## src/rtl/core/bf5_pkg.sv

```systemverilog
`default_nettype none
package bf5_pkg;

   localparam int MAX_WIDTH     = 256;
   localparam int COL_BITS      = 8;
   localparam int DIM_BITS      = 9;
   localparam int MIN_DIM       = 5;
   localparam int RING_LINES    = 6;
   localparam int RING_BITS     = 3;
   localparam int STORE_DEPTH   = RING_LINES * MAX_WIDTH;
   localparam int ADDR_BITS     = RING_BITS + COL_BITS;
   localparam int SIGMA_SPATIAL = 100;
   localparam int SIGMA_RANGE   = 100;
   localparam int WEIGHT_BITS   = 16;
   localparam int WSHIFT        = 30 - WEIGHT_BITS;
   localparam int SP_SIZE       = 9;
   localparam int D2_BITS       = 4;
   localparam int SW_BITS       = 21;
   localparam int SWP_BITS      = 30;
   localparam int W_BITS        = 17;

   localparam logic [63:0] SPATIAL_DEN = 64'(2 * SIGMA_SPATIAL * SIGMA_SPATIAL);
   localparam logic [63:0] RANGE_DEN   = 64'(2 * SIGMA_RANGE * SIGMA_RANGE);
   localparam logic [63:0] ONE_Q30     = 64'd1 << 30;
   localparam logic [63:0] FRAC_Q30    = ONE_Q30 - 64'd1;

   localparam logic CSR_IMAGE_WIDTH  = 1'b0;
   localparam logic CSR_IMAGE_HEIGHT = 1'b1;
   localparam logic OP_PIXEL         = 1'b0;
   localparam logic OP_FLUSH         = 1'b1;

   typedef logic [15:0] sp_rom_type [SP_SIZE];
   typedef logic [15:0] range_rom_type [256];

   typedef struct packed {
      logic               valid;
      logic               centre;
      logic [D2_BITS-1:0] d2;
   } tap_tag_type;

   function automatic logic [63:0] exp_neg_q30(input logic [63:0] f);
      logic [63:0] term;
      logic [63:0] pos;
      logic [63:0] neg;
      begin
         term = ONE_Q30;
         pos  = ONE_Q30;
         neg  = 64'd0;
         for (int i = 1; i <= 24; i++) begin
            term = ((term * f) >> 30) / 64'(i);
            if (i % 2 == 1) neg = neg + term;
            else pos = pos + term;
         end
         return (pos > neg) ? pos - neg : 64'd0;
      end
   endfunction

   // exp(-n/den) in Q15, den picked from the two sigma constants
   function automatic logic [15:0] gauss_q15(input logic [63:0] n, input logic use_range);
      logic [63:0] den;
      logic [63:0] t;
      logic [63:0] k;
      logic [63:0] v;
      logic [63:0] e1;
      logic [63:0] r;
      begin
         den = use_range ? RANGE_DEN : SPATIAL_DEN;
         if (n >= 64'd12 * den) return 16'd0;
         t  = use_range ? (n << 30) / RANGE_DEN : (n << 30) / SPATIAL_DEN;
         k  = t >> 30;
         v  = exp_neg_q30(t & FRAC_Q30);
         e1 = exp_neg_q30(ONE_Q30);
         for (int j = 0; j < 16; j++) begin
            if (64'(j) < k) v = (v * e1 + (ONE_Q30 >> 1)) >> 30;
         end
         r = (v * 64'd32768 + (ONE_Q30 >> 1)) >> 30;
         return (r > 64'd32768) ? 16'd32768 : r[15:0];
      end
   endfunction

   function automatic sp_rom_type build_spatial();
      sp_rom_type rom;
      begin
         for (int i = 0; i < SP_SIZE; i++) rom[i] = gauss_q15(64'(i), 1'b0);
         return rom;
      end
   endfunction

   function automatic range_rom_type build_range();
      range_rom_type rom;
      begin
         for (int i = 0; i < 256; i++) rom[i] = gauss_q15(64'(i * i), 1'b1);
         return rom;
      end
   endfunction

   localparam sp_rom_type    SPATIAL_ROM = build_spatial();
   localparam range_rom_type RANGE_ROM   = build_range();

endpackage
`default_nettype wire

```

## src/rtl/core/bf5_wsum.sv

```systemverilog
`default_nettype none
module bf5_wsum (
   input  wire logic                         clock,
   input  wire logic                         reset,
   input  wire logic                         clear,
   input  wire bf5_pkg::tap_tag_type         tag,
   input  wire logic [7:0]                   rd_data,
   output logic                              busy,
   output logic      [bf5_pkg::SW_BITS-1:0]  sum_w,
   output logic      [bf5_pkg::SWP_BITS-1:0] sum_wp
);
   import bf5_pkg::*;

   logic [7:0]           centre_ff;
   logic                 v1_ff, v2_ff, v3_ff;
   logic [15:0]          ss_ff, rr_ff;
   logic [7:0]           p1_ff, p2_ff;
   logic [30:0]          prod_ff;
   logic [W_BITS-1:0]    w3_ff;
   logic [24:0]          wp3_ff;
   logic [SW_BITS-1:0]   sw_ff;
   logic [SWP_BITS-1:0]  swp_ff;
   logic [7:0]           diff;
   logic [W_BITS-1:0]    w_in;

   assign diff = (rd_data > centre_ff) ? rd_data - centre_ff : centre_ff - rd_data;
   assign w_in = prod_ff[WSHIFT +: W_BITS];

   always_ff @(posedge clock) begin
      if (reset) begin
         v1_ff <= 1'b0;
         v2_ff <= 1'b0;
         v3_ff <= 1'b0;
      end else begin
         v1_ff <= tag.valid && !tag.centre;
         v2_ff <= v1_ff;
         v3_ff <= v2_ff;
      end
   end

   always_ff @(posedge clock) begin
      if (tag.valid && tag.centre) centre_ff <= rd_data;
      ss_ff   <= SPATIAL_ROM[tag.d2];
      rr_ff   <= RANGE_ROM[diff];
      p1_ff   <= rd_data;
      prod_ff <= 31'(ss_ff * rr_ff);
      p2_ff   <= p1_ff;
      w3_ff   <= w_in;
      wp3_ff  <= 25'(w_in * p2_ff);
      if (clear) begin
         sw_ff  <= '0;
         swp_ff <= '0;
      end else if (v3_ff) begin
         sw_ff  <= sw_ff + SW_BITS'(w3_ff);
         swp_ff <= swp_ff + SWP_BITS'(wp3_ff);
      end
   end

   assign busy   = v1_ff || v2_ff || v3_ff;
   assign sum_w  = sw_ff;
   assign sum_wp = swp_ff;

endmodule
`default_nettype wire

```

## config.mk

```make
export PLATFORM = sky130hd
export DESIGN_NAME = bf5_wsum
export DESIGN_NICKNAME = d
export VERILOG_FILES = /design/src/rtl/core/bf5_pkg.sv /design/src/rtl/core/bf5_wsum.sv
export SDC_FILE = /design/constraint.sdc
export NUM_CORES = 1
export LEC_CHECK = 0
export BUFFER_PORTS_ARGS = -buffer_cell sky130_fd_sc_hd__buf_2
export CORE_AREA = 2 2 140 244
export DETAILED_ROUTE_END_ITERATION = 8
export DIE_AREA = 0 0 142 246
export HOLD_SLACK_MARGIN = 0.1
export PLACE_DENSITY = 0.9
export SLEW_MARGIN = 0
export SYNTH_ARGS = -nofsm -noshare
export SYNTH_HDL_FRONTEND = slang
export SYNTH_SLANG_ARGS = --single-unit
```

## constraint.sdc

```tcl
create_clock -name clock -period 8.9 [get_ports clock]
set_input_delay 0.89 -clock clock [delete_from_list [all_inputs] [get_ports clock]]
set_output_delay 0.89 -clock clock [all_outputs]
set_load 0.02 [all_outputs]
```

# ---- Yosys cells after proc, flatten, opt, wreduce, memory -nomap -nowiden
# Memories as Yosys holds them, arrays and structs flattened. A register that Yosys moved wholly into a read port is not among the register bits.
# Cells that the tools add are included.
dict set report totals {
  register_bits 151
  mem_bits_ro 4352
  in_bits 17
  out_inout_bits 52
  wordCells 28
  n_memories 2
}
# memory words word_bits rd rd_ports_with_merged_regs wr line_no
set mem_list {}
lappend mem_list {{(no name shown)} 256 16 1 1 0 bf5_wsum.sv:44} ;# rr_ff <= RANGE_ROM[diff];
lappend mem_list {{(no name shown)} 16 16 1 1 0 bf5_wsum.sv:43} ;# ss_ff <= SPATIAL_ROM[tag.d2];
dict set report classes {
  add_sub_neg 4
  n_mul 2
  order_cmp 1
  muxes 1
  bitwise_logic 2
  reduce_logical 5
}
# op n
set ops {}
lappend ops {{$mul A16 B16 Y31} 1}
lappend ops {{$add A30 B25 Y30} 1}
lappend ops {{$mul A17 B8 Y25} 1}
lappend ops {{$add A21 B17 Y21} 1}
lappend ops {{$sub A8 B8 Y8} 2}
lappend ops {{$not A8 Y9} 1}
lappend ops {{$gt A8 B8 Y1} 1}
lappend ops {{$mux W8} 1}
lappend ops {{$not A4 Y5} 1}
lappend ops {{$logic_and A1 B1 Y1} 2}
lappend ops {{$logic_or A1 B1 Y1} 2}
lappend ops {{$logic_not A1 Y1} 1}

# ---- Logic depth before layout (Yosys ltp)
dict set report depth {
  word_depth 3
  ltp_mapped 26
  depth_no_buf 25
}

# ---- Least setup slack after synthesis
# Ideal clock, no wire load.
dict set report synth_timing {
  path_kind {register to register}
  start {register ss_ff[13]}
  end {register prod_ff[30]}
  setup_ps 121
  arrival_time_ps 6046
  slack_ps 2733
  stages_incl_launch_ff 25
  synth_period_minus_slack_ps 6167
  cell_sequence {dfxtp_1 clkbuf_1 nand2_1 inv_1 fa_1 inv_1 fa_1 inv_1 fa_1 fa_1 inv_1 fa_1 inv_1 ha_1 ha_1 a21o_1 a21oi_1 o21ai_0 a21o_1 a21o_1 a21o_1 a221o_1 a21oi_1 o21bai_1 xnor2_1}
}
dict set report synth_via {
  elab_chain_len 1
}
# element line_no
set synth_lines {}
lappend synth_lines {{start: declaration} bf5_wsum.sv:16} ;# logic [15:0] ss_ff, rr_ff;
lappend synth_lines {{$mul A16 B16 Y31} bf5_wsum.sv:46} ;# prod_ff <= 31'(ss_ff * rr_ff);
lappend synth_lines {{end signal: assignment} bf5_wsum.sv:46}
lappend synth_lines {{end: declaration} bf5_wsum.sv:18} ;# logic [30:0] prod_ff;
# No other way between the ends.
# A chain may end at the register's enable or synchronous reset.

# ---- Final worst setup path
# Ends and elaborated chain as after synthesis.

==> impl_metrics.json <==
{
  "status": "completed",
  "critPathMaxFanout": 16,
  "synth_fa_ha_area_frac": 0.3476,
  "synth_mux_area_frac": 0.01118,
  "ctsResizeCount": 0,
  "cts_setup_buffers": 0,
  "synth_seq_cells": 159,
  "slew_headroom": 0.1459,
  "worstMarginPinSlew_ps": 1268,
  "synth_area_um2": 21150,
  "drc_errors": 0,
  "hold_class": "reg -> reg",
  "grt_pass1_vias": 21717,
  "hold_violations": 0,
  "syn_nets": 3001,
  "avgViaCountPerCell": 6.956,
  "h-tree-depth": 4,
  "crit_required_ps": 9240,
  "yosys_warnings": 0,
  "grt_max_degree": 57,
  "wl_per_cell_um": 25.65,
  "worstPathArrival_ps": 7590,
  "grtUsageTotal": 0.4430,
  "drt_iter0_drc": 2221,
  "ys_types": 92,
  "synthCells": 2534,
  "crit_path_cell_trace": "and2_1 -> fa_1 -> inv_1 -> fa_1 -> inv_1 -> fa_1 -> fa_1 -> inv_1 -> fa_1 -> inv_1 -> ha_1 -> ha_1 -> a21o_1 -> a21oi_1 -> o21ai_0 -> a21o_1 -> a21o_1 -> a21o_1 -> a221o_1 -> a21oi_1 -> o21bai_1 -> xnor2_1",
  "setup_viol_count_final": 0,
  "cts_hold_buf": 0,
  "fin_crit_ps": 7248,
  "async_reset_ff_frac": 0,
  "skew_ps": 11.43,
  "cts.sinks": 159,
  "synth_compound_area_frac": 0.2091,
  "cpPeakStageDelay_ps": 690,
  "rsz0062_at_grt": "false",
  "cts_tree": "built",
  "die_w_um": 142,
  "wl_um": 75880,
  "synth_ff_type": "dfxtp_1",
  "critPathSlowestCell": "fa_1",
  "clock_path_buffers": 2,
  "syn2layout_area_growth_pct": 6.260,
  "vias": 20577,
  "numPortBuffers": 68,
  "root_buffer": "clkbuf_16",
  "synth_edf_count": 8,
  "fin_setup_tns_ps": 0,
  "row_count": 88,
  "synth.avg_cell_area_um2": 8.345,
  "synth_xor_xnor_area_share": 0.03178,
  "synth_top_family_by_area": "adder cells",
  "die_h_um": 246,
  "gp_congestion": 1.121,
  "min_period_over_period": 0.8143,
  "yosysSeqAreaShare": 0.1543,
  "clk_pin_slew_ps": 70,
  "start_util": 0.6423,
  "antenna_found_initial": 5,
  "nNetsFinal": 3004,
  "overflow": 0,
  "cts-buffers-inserted": 17,
  "maxSlewViolCount": 0,
  "yosys.area_share.simple": 0.1611,
  "grt_pass1_wl_um": 117900,
  "insertion_delay_ps": 460,
  "firstDrtPassIters": 7,
  "max_freq_mhz": 138.0,
  "endpoint_kind": "register",
  "dp_hpwl_um": 55920,
  "criticalPathCategory": "reg -> reg",
  "crit_path_start_kind": "register",
  "core_um2": 32920,
  "drt.antenna.violating_nets": 0,
  "dieArea_um2": 34930,
  "cp_common_cell": "fa_1",
  "io_pins": 69,
  "maxCapViolCount": 0,
  "drive_gt1_frac": 0.07294
}
==> logic make-up (layout without fill, tap and decap cells) <==
group	count (synthesis)	in the layout
simple gates	711	711
compound gates	657	657
buf+inv	459	475
fa+ha+maj	450	450
flops	159	159
xor+xnor	75	75
mux	23	23
other cells	0	3
==> worst max-delay path: cells and delay by family (launching register included) <==
kind	cells	cell delay (ps)
simple gates	1	310
fa+ha+maj	7	3860
buf+inv	4	500
flops	1	500
compound gates	9	1800
xor+xnor	1	140
==> path summary, 6_finish.rpt <==
kind            endpoint       from  slack (ps)  cells after the start
max          prod_ff[30]  ss_ff[13]        1650                     22
min             p2_ff[6]   p1_ff[6]         330                      0
max reg2reg  prod_ff[30]  ss_ff[13]        1650                     22
min reg2reg     p2_ff[6]   p1_ff[6]         330                      0
==> routing by layer <==
| metal | GRT usage | wire length, um |
|---|---|---|
| met5 | 0 | 8 |
| met4 | 0.4571 | 9441 |
| met3 | 0.1215 | 6197 |
| met2 | 0.7469 | 37100 |
| met1 | 0.4141 | 23130 |
==> metrics by stage <==
stage | util | hold WS [ps] | cells | instance area [um2] | setup slack (ps)
2_1_floorplan | - | 309.6 | 2534 | 21150 | 2733
4_1_cts | 0.6823 | 327.5 | 2955 | 22460 | 1872
3_5_place_dp | 0.6634 | 312.1 | 2923 | 21840 | 2047
3_3_place_gp | 0.6634 | 311.2 | 2923 | 21840 | 2405
5_1_grt | 0.6824 | 334.7 | 2957 | 22470 | 1505
6_report | 0.6825 | 327.2 | 2958 | 22470 | 1652
==> registers in the layout, indices dropped and copies added (netlist names), 16 cells and up <==
register / flops
wp3_ff: 25
sum_wp: 30
rr_ff: 16
w3_ff: 17
sum_w: 21
prod_ff: 17
==> cell type report <==
cell class / count / area [um2]
antenna: 3 / 7.507
tap: 405 / 506.7
multi-input combinational: 1916 / 16150
inverter: 330 / 1239
clock buffer: 19 / 475.5
sequential: 159 / 3264
timing repair buffer: 113 / 678.2
fill: 2465 / 10450
clock inverter: 13 / 146.4
==> cells in the mapped netlist, types with 51 or more instances <==
library cell,count,area share
ha_1,221,0.13
nor2_1,158,0.028
nand2_1,215,0.038
and2_1,125,0.037
nor3_1,64,0.015
clkbuf_1,83,0.015
a21oi_1,173,0.041
xnor2_1,51,0.021
nand3_1,52,0.012
inv_1,328,0.058
o21ai_0,128,0.030
fa_1,229,0.22
dfxtp_1,151,0.14
==> cells in the final DEF, fill, tap and decap left out, types with 8 or more instances in the layout <==
cell type,Yosys,layout
a2111oi_0,8,8
a211o_1,11,11
a211oi_1,47,47
a21o_1,38,38
a21oi_1,173,173
a221oi_1,16,16
a311oi_1,16,16
a31oi_1,25,23
and2_1,125,125
and3_1,15,14
buf_2,29,68
buf_4,4,45
clkbuf_16,0,19
dfxtp_1,151,150
edfxtp_1,8,8
fa_1,229,229
ha_1,221,221
inv_1,328,328
mux2i_1,20,20
nand2_1,215,214
nand3_1,52,52
nand4_1,14,14
nor2_1,158,156
nor2b_1,12,12
nor3_1,64,63
nor4_1,8,8
o211ai_1,36,36
o21a_1,17,17
o21ai_0,128,126
o221ai_1,12,12
o22ai_1,8,8
o311ai_0,16,16
o31ai_1,10,10
or3_1,16,16
xnor2_1,51,51
xor2_1,22,21
Power is not shown: default switching activity piles up to over one toggle a cycle in this logic, so the estimate is an artifact.
