==> src/rtl/core/bf5_pkg.sv <==
`default_nettype none
package bf5_pkg;

   localparam int MAX_WIDTH     = 256;
   localparam int COL_BITS      = 8;
   localparam int DIM_BITS      = 9;
   localparam int MIN_DIM       = 5;
   localparam int RING_LINES    = 6;
   localparam int RING_BITS     = 3;
   localparam int STORE_DEPTH   = RING_LINES * MAX_WIDTH;
   localparam int ADDR_BITS     = RING_BITS + COL_BITS;
   localparam int SIGMA_SPATIAL = 100;
   localparam int SIGMA_RANGE   = 100;
   localparam int WEIGHT_BITS   = 16;
   localparam int WSHIFT        = 30 - WEIGHT_BITS;
   localparam int SP_SIZE       = 9;
   localparam int D2_BITS       = 4;
   localparam int SW_BITS       = 21;
   localparam int SWP_BITS      = 30;
   localparam int W_BITS        = 17;

   localparam logic [63:0] SPATIAL_DEN = 64'(2 * SIGMA_SPATIAL * SIGMA_SPATIAL);
   localparam logic [63:0] RANGE_DEN   = 64'(2 * SIGMA_RANGE * SIGMA_RANGE);
   localparam logic [63:0] ONE_Q30     = 64'd1 << 30;
   localparam logic [63:0] FRAC_Q30    = ONE_Q30 - 64'd1;

   localparam logic CSR_IMAGE_WIDTH  = 1'b0;
   localparam logic CSR_IMAGE_HEIGHT = 1'b1;
   localparam logic OP_PIXEL         = 1'b0;
   localparam logic OP_FLUSH         = 1'b1;

   typedef logic [15:0] sp_rom_type [SP_SIZE];
   typedef logic [15:0] range_rom_type [256];

   typedef struct packed {
      logic               valid;
      logic               centre;
      logic [D2_BITS-1:0] d2;
   } tap_tag_type;

   function automatic logic [63:0] exp_neg_q30(input logic [63:0] f);
      logic [63:0] term;
      logic [63:0] pos;
      logic [63:0] neg;
      begin
         term = ONE_Q30;
         pos  = ONE_Q30;
         neg  = 64'd0;
         for (int i = 1; i <= 24; i++) begin
            term = ((term * f) >> 30) / 64'(i);
            if (i % 2 == 1) neg = neg + term;
            else pos = pos + term;
         end
         return (pos > neg) ? pos - neg : 64'd0;
      end
   endfunction

   // exp(-n/den) in Q15, den picked from the two sigma constants
   function automatic logic [15:0] gauss_q15(input logic [63:0] n, input logic use_range);
      logic [63:0] den;
      logic [63:0] t;
      logic [63:0] k;
      logic [63:0] v;
      logic [63:0] e1;
      logic [63:0] r;
      begin
         den = use_range ? RANGE_DEN : SPATIAL_DEN;
         if (n >= 64'd12 * den) return 16'd0;
         t  = use_range ? (n << 30) / RANGE_DEN : (n << 30) / SPATIAL_DEN;
         k  = t >> 30;
         v  = exp_neg_q30(t & FRAC_Q30);
         e1 = exp_neg_q30(ONE_Q30);
         for (int j = 0; j < 16; j++) begin
            if (64'(j) < k) v = (v * e1 + (ONE_Q30 >> 1)) >> 30;
         end
         r = (v * 64'd32768 + (ONE_Q30 >> 1)) >> 30;
         return (r > 64'd32768) ? 16'd32768 : r[15:0];
      end
   endfunction

   function automatic sp_rom_type build_spatial();
      sp_rom_type rom;
      begin
         for (int i = 0; i < SP_SIZE; i++) rom[i] = gauss_q15(64'(i), 1'b0);
         return rom;
      end
   endfunction

   function automatic range_rom_type build_range();
      range_rom_type rom;
      begin
         for (int i = 0; i < 256; i++) rom[i] = gauss_q15(64'(i * i), 1'b1);
         return rom;
      end
   endfunction

   localparam sp_rom_type    SPATIAL_ROM = build_spatial();
   localparam range_rom_type RANGE_ROM   = build_range();

endpackage
`default_nettype wire

==> src/rtl/core/bf5_div.sv <==
`default_nettype none
module bf5_div (
   input  wire logic                         clock,
   input  wire logic                         reset,
   input  wire logic                         start,
   input  wire logic [bf5_pkg::SWP_BITS-1:0] num,
   input  wire logic [bf5_pkg::SW_BITS-1:0]  den,
   output logic                              done,
   output logic      [7:0]                   quot
);
   import bf5_pkg::*;

   // quotient is a weighted mean of bytes, so eight restoring steps suffice
   logic [SWP_BITS-1:0]  rem_ff;
   logic [SW_BITS+6:0]   dsh_ff;
   logic [7:0]           q_ff;
   logic [3:0]           cnt_ff;
   logic                 busy_ff;
   logic                 done_ff;
   logic                 fits;

   assign fits = SWP_BITS'(dsh_ff) <= rem_ff;

   always_ff @(posedge clock) begin
      if (reset) begin
         busy_ff <= 1'b0;
         done_ff <= 1'b0;
         cnt_ff  <= '0;
      end else begin
         done_ff <= 1'b0;
         if (start) begin
            busy_ff <= 1'b1;
            cnt_ff  <= 4'd8;
         end else if (busy_ff) begin
            cnt_ff <= cnt_ff - 4'd1;
            if (cnt_ff == 4'd1) begin
               busy_ff <= 1'b0;
               done_ff <= 1'b1;
            end
         end
      end
   end

   always_ff @(posedge clock) begin
      if (start) begin
         rem_ff <= num;
         dsh_ff <= {den, 7'd0};
         q_ff   <= '0;
      end else if (busy_ff) begin
         if (fits) rem_ff <= rem_ff - SWP_BITS'(dsh_ff);
         q_ff   <= {q_ff[6:0], fits};
         dsh_ff <= dsh_ff >> 1;
      end
   end

   assign done = done_ff;
   assign quot = q_ff;

endmodule
`default_nettype wire

==> config.mk <==
export PLATFORM = sky130hd
export DESIGN_NAME = bf5_div
export DESIGN_NICKNAME = d
export VERILOG_FILES = /design/src/rtl/core/bf5_pkg.sv /design/src/rtl/core/bf5_div.sv
export SDC_FILE = /design/constraint.sdc
export NUM_CORES = 1
export LEC_CHECK = 0
export ABC_AREA = 0
export ABC_CLOCK_PERIOD_IN_PS = 9620
export BUFFER_PORTS_ARGS = -buffer_cell sky130_fd_sc_hd__buf_4
export CORE_MARGIN = 8
export CORE_UTILIZATION = 45
export DETAILED_ROUTE_END_ITERATION = 8
export GPL_TIMING_DRIVEN = 0
export PLACE_DENSITY = 0.7
export SYNTH_ARGS = -nofsm -noshare
export SYNTH_HDL_FRONTEND = slang
export SYNTH_SLANG_ARGS = --single-unit
==> constraint.sdc <==
create_clock -name clock -period 9.62 [get_ports clock]
set_clock_uncertainty 0.15 [all_clocks]
set_input_delay 0.962 -clock clock [delete_from_list [all_inputs] [get_ports clock]]
set_output_delay 0.962 -clock clock [all_outputs]
set_load 0.01 [all_outputs]
-- After elaboration in Yosys (flattened, before gate mapping)
Index checks and enable logic that the tools add are counted.
- output and inout port bits: 9
- word-level logic and storage cells: 29
- input bits: 54
- register bits: 72
- muxes and demuxes: 11
- bitwise operators: 1
- add/subtract/negate cells: 2
- equal/unequal tests: 1
- $lt $le $gt $ge: 1
- reduce and logical (&&, ||, !) cells: 5
- operators by type and width (operator ; count):
    30-bit 2-to-1 mux ; 3
    28-bit 2-to-1 mux ; 2
    28-bit by 30-bit less-or-equal comparator with 1-bit output ; 1
    30-bit by 28-bit subtractor with 30-bit output ; 1
    4-bit 2-to-1 mux ; 2
    4-bit by 1-bit equality test with 1-bit output (second input constant) ; 1
    1-bit 2-to-1 mux ; 4
    2-bit nonzero test ; 2
    4-bit by 1-bit subtractor with 4-bit output (second input constant) ; 1
    3-bit OR reduction ; 1
    2-bit AND reduction ; 1
    2-bit OR reduction ; 1
    1-bit inverter ; 1

-- Depth between registers and ports, before layout
Gate-level depths: netlist (run 1).
- depth in word-level cells: 4
- mapped depth: 9
- gate-level depth less buffers: 9

-- Least setup slack after synthesis (run 1)
Ideal clock, no wire load.
- path kind: register -> register
- start point: register rem_ff[0]
- end point: register rem_ff[0] (enable)
- buffers on the path: 0
- setup slack: 5.784 ns
- required time: 9.039 ns
- arrival: 3.254 ns
- stages on the path, launching flop included: 10
- cell sequence: edfxtp_1 > inv_1 > ha_1 > fa_1 > nor2b_1 > o2111ai_1 > nand4_1 > and3_1 > nor3_1 > o221ai_1
- cells in the longest elaborated chain, start to end: 3
- RTL lines (item ; line ; RTL):
    from (decl) ; bf5_div.sv:14 ; logic [SWP_BITS-1:0] rem_ff;
    from (signal assigned) ; bf5_div.sv:46 ; rem_ff <= num;
    from (signal assigned) ; bf5_div.sv:50 ; if (fits) rem_ff <= rem_ff - SWP_BITS'(dsh_ff);
    28-bit by 30-bit less-or-equal comparator with 1-bit output ; bf5_div.sv:22 ; assign fits = SWP_BITS'(dsh_ff) <= rem_ff;
    2-bit nonzero test (no line) ; n/a ;
    2-bit AND reduction (no line) ; n/a ;
No other way between the ends.
A chain may end at the register's enable or synchronous reset.

-- Worst setup path in the final report (run 1)
- start point: register dsh_ff[16]
- end point: register rem_ff[12] (enable)
- cells in the longest elaborated chain, start to end: 3
- RTL lines (item ; line ; RTL):
    from (decl) ; bf5_div.sv:15 ; logic [SW_BITS+6:0] dsh_ff;
    from (signal assigned) ; bf5_div.sv:47 ; dsh_ff <= {den, 7'd0};
    from (signal assigned) ; bf5_div.sv:52 ; dsh_ff <= dsh_ff >> 1;
    28-bit by 30-bit less-or-equal comparator with 1-bit output ; bf5_div.sv:22 ;
    2-bit nonzero test (no line) ; n/a ;
    2-bit AND reduction (no line) ; n/a ;
No other way between the ends.

==> out/metrics.cfg, run 1 <==
[drt]
dr_total_vias = 4627
drt_iter0_drc = 247
routed_wl_mm = 14.51
antenna_left = 0
drc_errors = 0
viasPerCell = 5.827
drt-pass1-iter-count = 6
wl_per_cell_um = 18.28

[floorplan]
die_y_um = 121.8
die_x_um = 121.8
die-area_um2 = 14820
fp.coreArea_um2 = 10890
fp-row-count = 38
ioPinCount = 63
start_util = 0.4622

[clocking]
root_buffer = clkbuf_8
htree_levels = 3
post_cts_resize_count = 0
cts_buffers = 9
cts_buffer_depth = 2
clock_sinks = 72
hold_buffers = 0
insertion_delay_ns = 0.37
clkTransAtPathRegs_ns = 0.08
cts_setup_buffers = 0
tritoncts = done

[synthesis]
synth-edff-count = 51
ys_seq_elements = 72
yosysTopAreaCell = edfxtp_1
syn_nets = 660
yosysSeqAreaShare = 0.3879
avgSynthCellArea_um2 = 8.752
synth_area_leaders = edfxtp_1 30%, dfxtp_1 8.4%, ha_1 7.5%, nand2_1 5.2%, o31ai_1 3.9%
ys.flop_type = edfxtp_1
yosys-top-cells-count = 70 x nand2_1, 51 x edfxtp_1, 44 x inv_1, 44 x nor2_1, 35 x o21ai_0
yosysMostFrequentCell = nand2_1
syn_inst = 575
syn_area_um2 = 5032
synth_warnings = 0
yosysUniqueCellTypes = 64
synth_top_area_share = 0.3043
async_flop_share = 0

[sta]
rsz0062_at_grt = no
hold_viol = 0
finalSetupTns_ns = 0
max_freq_mhz = 300.0
period_minus_slack_ns = 3.333
drv_slew = 0
tightest_slew_ns = 1.125
finalCritPeriodShare = 0.3465
setup_viol = 0
slew_headroom = 0.2482
whs_ns = 0.3539

[power]
irDropWorstVdd_v = 0.0001004
p_per_area_nw_per_um2 = 226.8
switching_share = 0.4184
p_clk_frac = 0.186
p_leak_nw = 2.365
p_comb_frac = 0.496
switching_power_mw = 0.5615
seq_power_share = 0.318
intPower_mw = 0.7805

[critical_path]
critPathRequiredTime_ns = 9.55
worstSetupEndpoint = rem_ff[12]
startpoint = dsh_ff[16]
crit_type = register to register
reg2regPathDepth = 10
reg2reg_slack_ns = 6.29
regToRegEndpoint = rem_ff[12]
worstSetupEndpointType = register
startpoint_type = register
worstPathMaxFanout = 17
cp.arrival_ns = 3.26
rr_startpoint = dsh_ff[16]

[place]
io_buffer_count = 62
hpwl_mm = 10.89
gp_congestion = 0.9048
placed_area_um2 = 5718

[grt]
grt_overflow = 0
grt_util_met3 = 0.03933
antenna_found_initial = 0
grt_pass1_wl_mm = 23.35
use_met2 = 0.3153
grt_max_degree = 22
grt_pass1_vias = 4692
gr-max-usage-layer = met2
grt_usage = 0.1983
grtUsageMet1 = 0.2565

[status]
status = finished, final reports clean

[flow_run]
maxCapViolCount = 0

[cells_and_area]
diodes = 0
area_growth_pct = 17.58
finalInstanceArea_um2 = 5917
layout.nets = 734
layout-drive-gt1-share = 0.1437

[min_path]
holdCritPathClass = register to register

[final cells by class]
| type | count | area [um^2] |
|---|---|---|
| Buffer | 36 | 147.6 |
| Clock buffer | 12 | 166.4 |
| Clock inverter | 4 | 32.53 |
| Fill cell | 1019 | 4971 |
| Inverter | 44 | 165.2 |
| Multi-Input combinational cell | 423 | 2785 |
| Sequential cell | 72 | 1952 |
| Tap cell | 140 | 175.2 |
| Timing Repair Buffer | 63 | 493.0 |
[logic make-up after synthesis]
logic type / share of synthesized area
adders and majority gates: 0.07857
AOI/OAI and AO/OA: 0.2305
and+or+nand+nor: 0.1840
muxes: 0.03605
DFF: 0.3879
xor gates and xnor gates: 0.02088
buffers and inverters: 0.06216
[registers in the layout, summed over array words and instances (netlist names)]
signal and count:
rem_ff 30, dsh_ff 28, quot 8, cnt_ff 4, busy_ff 1, done 1
[power by group through the flow]
stage	Clock [mW]	Sequential, mW	Combinational [mW]
3_5_place_dp	0	0.434	0.652
5_1_grt	0.266	0.431	0.741
2_1_floorplan	0	0.428	0.491
3_3_place_gp	0	0.432	0.630
4_1_cts	0.253	0.426	0.656
6_report	0.250	0.426	0.666
[critical path, cell delays in order, from the launching register on]
cell and delay (ns):
edfxtp_1 0.34, inv_1 0.07, ha_1 0.30, clkbuf_1 0.30
nand2_1 0.12, a21oi_1 0.23, a21oi_1 0.13, nor3_1 0.44
nor3_1 0.15, o221ai_4 0.55, buf_16 0.24
[how the worst min path moves through the flow]
stage               slack [ns]  depth (start not counted)      start        end
floorplan                 0.31                          2  dsh_ff[0]  dsh_ff[0]
global placement          0.33                          2    quot[7]    quot[7]
detailed placement        0.34                          2    quot[7]    quot[7]
CTS                       0.36                          2    quot[7]    quot[7]
global route              0.41                          2  dsh_ff[0]  dsh_ff[0]
finish                    0.35                          2    quot[7]    quot[7]
[layer usage]
| metal | share of wire | routed length (um) | up-vias |
|---|---|---|---|
| met1 | 0.45 | 6578 | 2189 |
| li1 | - | - | 2271 |
| met3 | 0.058 | 847 | 31 |
| met2 | 0.46 | 6690 | 136 |
| met5 | 0 | 0 | - |
| met4 | 0.027 | 397 | 0 |
[cells in the final DEF, fill, tap and decap left out, types with 4 or more instances in the layout]
master	instances
a211oi_1	11
a21o_1	6
a21oi_1	31
a311oi_1	5
and3_1	6
buf_1	6
buf_2	4
buf_4	62
clkbuf_1	26
clkbuf_8	10
dfxtp_1	21
edfxtp_1	51
ha_1	30
inv_1	44
mux2i_1	17
nand2_1	70
nand3_1	10
nand4_1	13
nor2_1	44
nor2b_1	6
nor3_1	17
nor4_1	5
o211ai_1	8
o21a_1	9
o21ai_0	35
o21bai_1	4
o31ai_1	26
xnor2_1	6
xor2_1	6
[stage by stage]
stage	worst slack (ns)	total power, mW	instances	util
5_1_grt	6.007	1.438	794	0.5434
3_3_place_gp	4.471	1.062	777	0.5210
6_report	6.287	1.342	794	0.5434
2_1_floorplan	5.784	0.9190	575	-
4_1_cts	6.271	1.335	794	0.5434
3_5_place_dp	6.198	1.085	778	0.5252
Power figures use the tool's default switching activity.
==> inputs of run 2 (changes only) <==
--- a/config.mk
+++ b/config.mk
@@ -6,13 +6,13 @@
 export NUM_CORES = 1
 export LEC_CHECK = 0
 export ABC_AREA = 0
-export ABC_CLOCK_PERIOD_IN_PS = 9620
+export ABC_CLOCK_PERIOD_IN_PS = 2750
 export BUFFER_PORTS_ARGS = -buffer_cell sky130_fd_sc_hd__buf_4
 export CORE_MARGIN = 8
 export CORE_UTILIZATION = 45
 export DETAILED_ROUTE_END_ITERATION = 8
 export GPL_TIMING_DRIVEN = 0
-export PLACE_DENSITY = 0.7
+export PLACE_DENSITY = 0.73
 export SYNTH_ARGS = -nofsm -noshare
 export SYNTH_HDL_FRONTEND = slang
 export SYNTH_SLANG_ARGS = --single-unit
==> constraint.sdc (replaced) <==
create_clock -name clock -period 2.75 [get_ports clock]
set_clock_uncertainty 0.15 [all_clocks]
set_input_delay 0.275 -clock clock [delete_from_list [all_inputs] [get_ports clock]]
set_output_delay 0.275 -clock clock [all_outputs]
set_load 0.01 [all_outputs]
==> out/metrics.cfg, run 2 (synthesis gave the netlist of run 1 again) <==
[status]
status = finished, final reports clean

[min_path]
holdCritPathClass = input pin to register

[flow_run]
maxCapViolCount = 0

[clocking]
root_buffer = clkbuf_8
clock_sinks = 72
cts_buffers = 9
htree_levels = 3
cts_buffer_depth = 2
clkTransAtPathRegs_ns = 0.09
tritoncts = done
insertion_delay_ns = 0.37

[drt]
drt-pass1-iter-count = 5
routed_wl_mm = 15.22
met1_length_mm = 6.718
dr_wl_met2_mm = 7.050
drc_errors = 0
dr_total_vias = 4801
wl_met3_mm = 1.009
viasPerCell = 5.986
antenna_left = 0
drt_iter0_drc = 325
highest_layer = met4
wl_per_cell_um = 18.98

[grt]
antenna_found_initial = 0
grt_max_degree = 22
grt_overflow = 0
grt_pass1_wl_mm = 23.97
grt_usage = 0.2038
grt_pass1_vias = 4712

[sta]
setup_viol = 0
hold_viol = 0
max_freq_mhz = 370.1
period_minus_slack_ns = 2.702
finalCritPeriodShare = 0.9824
finalSetupTns_ns = 0
worst_slack_ns = 0.04838
drv_slew = 0
slew_headroom = 0.4363
tightest_slew_ns = 0.8446

[floorplan]
die_x_um = 121.8
die-area_um2 = 14820
fp.coreArea_um2 = 10890
start_util = 0.4622
ioPinCount = 63
die_y_um = 121.8
fp-row-count = 38

[place]
placed_area_um2 = 5717
gp_congestion = 0.8996
pre_cts_ws_ns = -0.5843
hpwl_mm = 10.68
io_buffer_count = 62

[power]
p_leak_nw = 2.461
p_per_area_nw_per_um2 = 815.6
irDropWorstVdd_v = 0.0003452

[cells_and_area]
post-route-util = 0.5799
diodes = 0
layout.nets = 742
final_cell_mix = 74 x buf_4, 68 x nand2_1, 51 x edfxtp_1
max_flop_register = rem_ff
finalInstanceArea_um2 = 6314
final_common_cell = buf_4
largest_reg_flops = 30
layout-drive-gt1-share = 0.2447
area_growth_pct = 25.46

[critical_path]
worstSetupEndpointType = register
critPathRequiredTime_ns = 2.73
worstPathMaxFanout = 8
startpoint_type = register
crit_type = register to register
cp.arrival_ns = 2.68

-- run 2: critical path: stages, from the launching register on --
cell,delay (ns)
edfxtp_1,0.40
inv_2,0.11
ha_4,0.20
buf_6,0.13
o21a_1,0.20
a21oi_4,0.21
nand4_1,0.20
and3_4,0.23
nor3_4,0.24
o221ai_4,0.18
buf_6,0.21
-- run 2: metrics by stage --
step                      total power, mW  std cells  hold slack, ns
after floorplan                     3.244        575          0.1941
after global placement              3.741        777          0.3317
after detailed placement            3.796        777          0.3373
after CTS                           4.780        804         0.02397
after global routing                5.461        802         0.02321
final                               5.149        802         0.02769
-- run 2: worst paths after layout --
kind	slack, ns	cells after the start	endpoint	startpoint
setup / recovery	0.05	10	rem_ff[6]	dsh_ff[8]
setup reg to reg	0.05	10	rem_ff[6]	dsh_ff[8]
hold reg to reg	0.36	2	dsh_ff[0]	dsh_ff[0]
hold / removal	0.03	3	dsh_ff[11]	den[4]
-- run 2: area by class of cell --
type | instances | area [um^2]
multi-input combinational | 424 | 3082
tap | 140 | 175.2
sequential | 72 | 1952
timing repair buffer | 80 | 621.8
fill | 981 | 4574
clock buffer | 10 | 148.9
inverter | 44 | 165.2
clock inverter | 6 | 48.80
buffer | 26 | 120.1
-- run 2: routing by layer --
metal  GRT usage  vias to the layer above
li1            -                     2296
met1      0.2643                     2279
met2      0.3283                      186
met3     0.04165                       40
met4     0.07556                        0
met5           0                        -
-- run 2: where the power goes --
| group | switching (mW) | total [mW] | internal (mW) |
|---|---|---|---|
| combinational | 1.61 | 2.77 | 1.16 |
| clock | 0.473 | 0.867 | 0.394 |
| sequential | 0.0911 | 1.51 | 1.42 |
| total | 2.18 | 5.15 | 2.97 |
-- run 2: timing repair --
action	in CTS	in global routing
pin swaps	8	20
endpoints found under the setup margin	57	43
hold buffers	1	0
gates cloned	1	0
setup buffers	10	7
gates resized for setup	17	54
hold endpoints to repair	6	0
==> inputs of run 3 (changes only) <==
--- a/config.mk
+++ b/config.mk
@@ -6,13 +6,12 @@
 export NUM_CORES = 1
 export LEC_CHECK = 0
 export ABC_AREA = 0
-export ABC_CLOCK_PERIOD_IN_PS = 2750
+export ABC_CLOCK_PERIOD_IN_PS = 2900
 export BUFFER_PORTS_ARGS = -buffer_cell sky130_fd_sc_hd__buf_4
 export CORE_MARGIN = 8
 export CORE_UTILIZATION = 45
 export DETAILED_ROUTE_END_ITERATION = 8
 export GPL_TIMING_DRIVEN = 0
-export PLACE_DENSITY = 0.73
 export SYNTH_ARGS = -nofsm -noshare
 export SYNTH_HDL_FRONTEND = slang
 export SYNTH_SLANG_ARGS = --single-unit
==> constraint.sdc (replaced) <==
create_clock -name clock -period 2.9 [get_ports clock]
set_clock_uncertainty 0.15 [all_clocks]
set_input_delay 0.29 -clock clock [delete_from_list [all_inputs] [get_ports clock]]
set_output_delay 0.29 -clock clock [all_outputs]
set_load 0.01 [all_outputs]
==> out/metrics.cfg, run 3 (synthesis gave the netlist of run 1 again) <==
[critical_path]
cpMostUsedCell = buf_6
slowest_stage = edfxtp_1
worstSetupEndpointType = register
regToRegEndpoint = rem_ff[26]
reg2regPathDepth = 11
cp.arrival_ns = 2.86
critPathTopFamily = simple AND/OR/NAND/NOR gates
worstPathMaxFanout = 9
rr_startpoint = dsh_ff[7]
crit_type = register to register
crit_path_max_incr_delay_ns = 0.40
critPathRequiredTime_ns = 2.89
startpoint_type = register
crit_buf_inv = 4
reg2reg_slack_ns = 0.03
crit_chain = inv_1 -> ha_1 -> buf_6 -> a211o_1 -> a21oi_4 -> nand4_1 -> and3_4 -> nor3_4 -> buf_6 -> o221ai_4 -> buf_6

[cells_and_area]
finalInstanceArea_um2 = 6186
layout-drive-gt1-share = 0.1979
final_common_cell = buf_4
post-route-util = 0.5681
final_cell_mix = 69 x buf_4, 68 x nand2_1, 51 x edfxtp_1
largest_reg_flops = 30
max_flop_register = rem_ff
fillers = 1013
diodes = 0
area_growth_pct = 22.92
layout.nets = 737

[grt]
grt_pass1_vias = 4672
antenna_found_initial = 0
grt_pass1_wl_mm = 24.20
grt_usage = 0.2086
grt_max_degree = 22
grt_overflow = 0

[drt]
viasPerCell = 5.939
drt-pass1-iter-count = 5
wl_per_cell_um = 19.19
antenna_left = 0
drt_iter0_drc = 299
drc_errors = 0
routed_wl_mm = 15.29
dr_total_vias = 4733

[power]
p_per_area_nw_per_um2 = 782.1
p_leak_nw = 2.456
p_total_mw = 4.838
irDropWorstVdd_v = 0.0003105

[flow_run]
maxCapViolCount = 0

[floorplan]
fp-row-count = 38
die_x_um = 121.8
die_y_um = 121.8
fp.coreArea_um2 = 10890
ioPinCount = 63
start_util = 0.4622
die-area_um2 = 14820

[sta]
hold_viol = 0
tightest_slew_ns = 0.8433
slew_headroom = 0.4378
max_freq_mhz = 348.7
finalSetupTns_ns = 0
drv_slew = 0
finalCritPeriodShare = 0.9888
rsz0062_at_grt = yes
setup_viol = 0
period_minus_slack_ns = 2.868

[clocking]
insertion_delay_ns = 0.38
cts_buffer_depth = 2
root_buffer = clkbuf_8
tritoncts = done
htree_levels = 3
clkTransAtPathRegs_ns = 0.09
cts_buffers = 9
clock_sinks = 72

[place]
io_buffer_count = 62
gp_congestion = 0.8551
placed_area_um2 = 5690
hpwl_mm = 10.87

[min_path]
holdCritPathClass = input pin to register
hold_end = dsh_ff[18]
hold_start = den[11]
hold_path_depth = 3

[status]
status = finished, final reports clean

-- run 3: cell count changes in the layout (fill, tap and decap cells not counted), sizes merged --
cell	delta
clkinv	-2
inv	-1
clkbuf	+1
bufinv	+1
buf	-4
-- run 3: worst max-delay path by stage --
stage | slack, ns | depth (start not counted) | startpoint | end
final | 0.03 | 11 | dsh_ff[7] | rem_ff[26]
after detailed placement | -0.69 | 9 | dsh_ff[16] | rem_ff[14]
after global placement | -0.63 | 9 | dsh_ff[16] | rem_ff[15]
after floorplan | 0.06 | 8 | rem_ff[16] | rem_ff[0]
after CTS | 0.003 | 10 | dsh_ff[7] | rem_ff[4]
after global routing | -0.05 | 11 | dsh_ff[7] | rem_ff[25]
-- run 3: timing repair --
action	in CTS	in global routing
gates resized for setup	17	20
hold endpoints to repair	6	0
hold buffers	1	0
pin swaps	6	6
buffers inserted	9	2
setup endpoints to repair	31	35
cloned	2	0
-- run 3: per-layer routing --
layer / vias up / part of all wire / track usage
met2: 193 / 0.44 / 0.3170
li1: 2295 / - / -
met4: 0 / 0.029 / 0.09098
met5: - / 0 / 0
met1: 2212 / 0.45 / 0.2781
met3: 33 / 0.077 / 0.04766
-- run 3: stage by stage --
step | std cells | worst slack, ns | hold WS [ns]
after global routing | 797 | -0.05486 | 0.04232
final | 797 | 0.03245 | 0.03548
after global placement | 777 | -0.6279 | 0.3335
after CTS | 799 | 0.002978 | 0.02794
after detailed placement | 777 | -0.6893 | 0.3484
after floorplan | 575 | 0.06399 | 0.2091
-- run 3: cell type report --
class | count | area (um^2) | area share
plain buffers | 26 | 116.4 | 0.01881
clock buffers | 12 | 187.7 | 0.03034
well taps | 140 | 175.2 | 0.02832
multi-input cells | 424 | 2929 | 0.4735
repair buffers | 75 | 606.8 | 0.09810
inverters | 44 | 165.2 | 0.02670
flip-flops and latches | 72 | 1952 | 0.3155
clock inverters | 4 | 53.80 | 0.008697
-- run 3: worst register-to-register path, delay by kind of cell, from the launching register on --
family	cells	cell delay, ns
and+or+nand+nor	3	0.72
AOI/OAI and AO/OA	3	0.59
buffers and inverters	4	0.56
DFF	1	0.40
adders and majority gates	1	0.23
-- run 3: power by group --
group	internal, mW	switching [mW]
clock network	0.531	0.450
logic	0.977	1.47
registers	1.35	0.0658
total	2.85	1.98
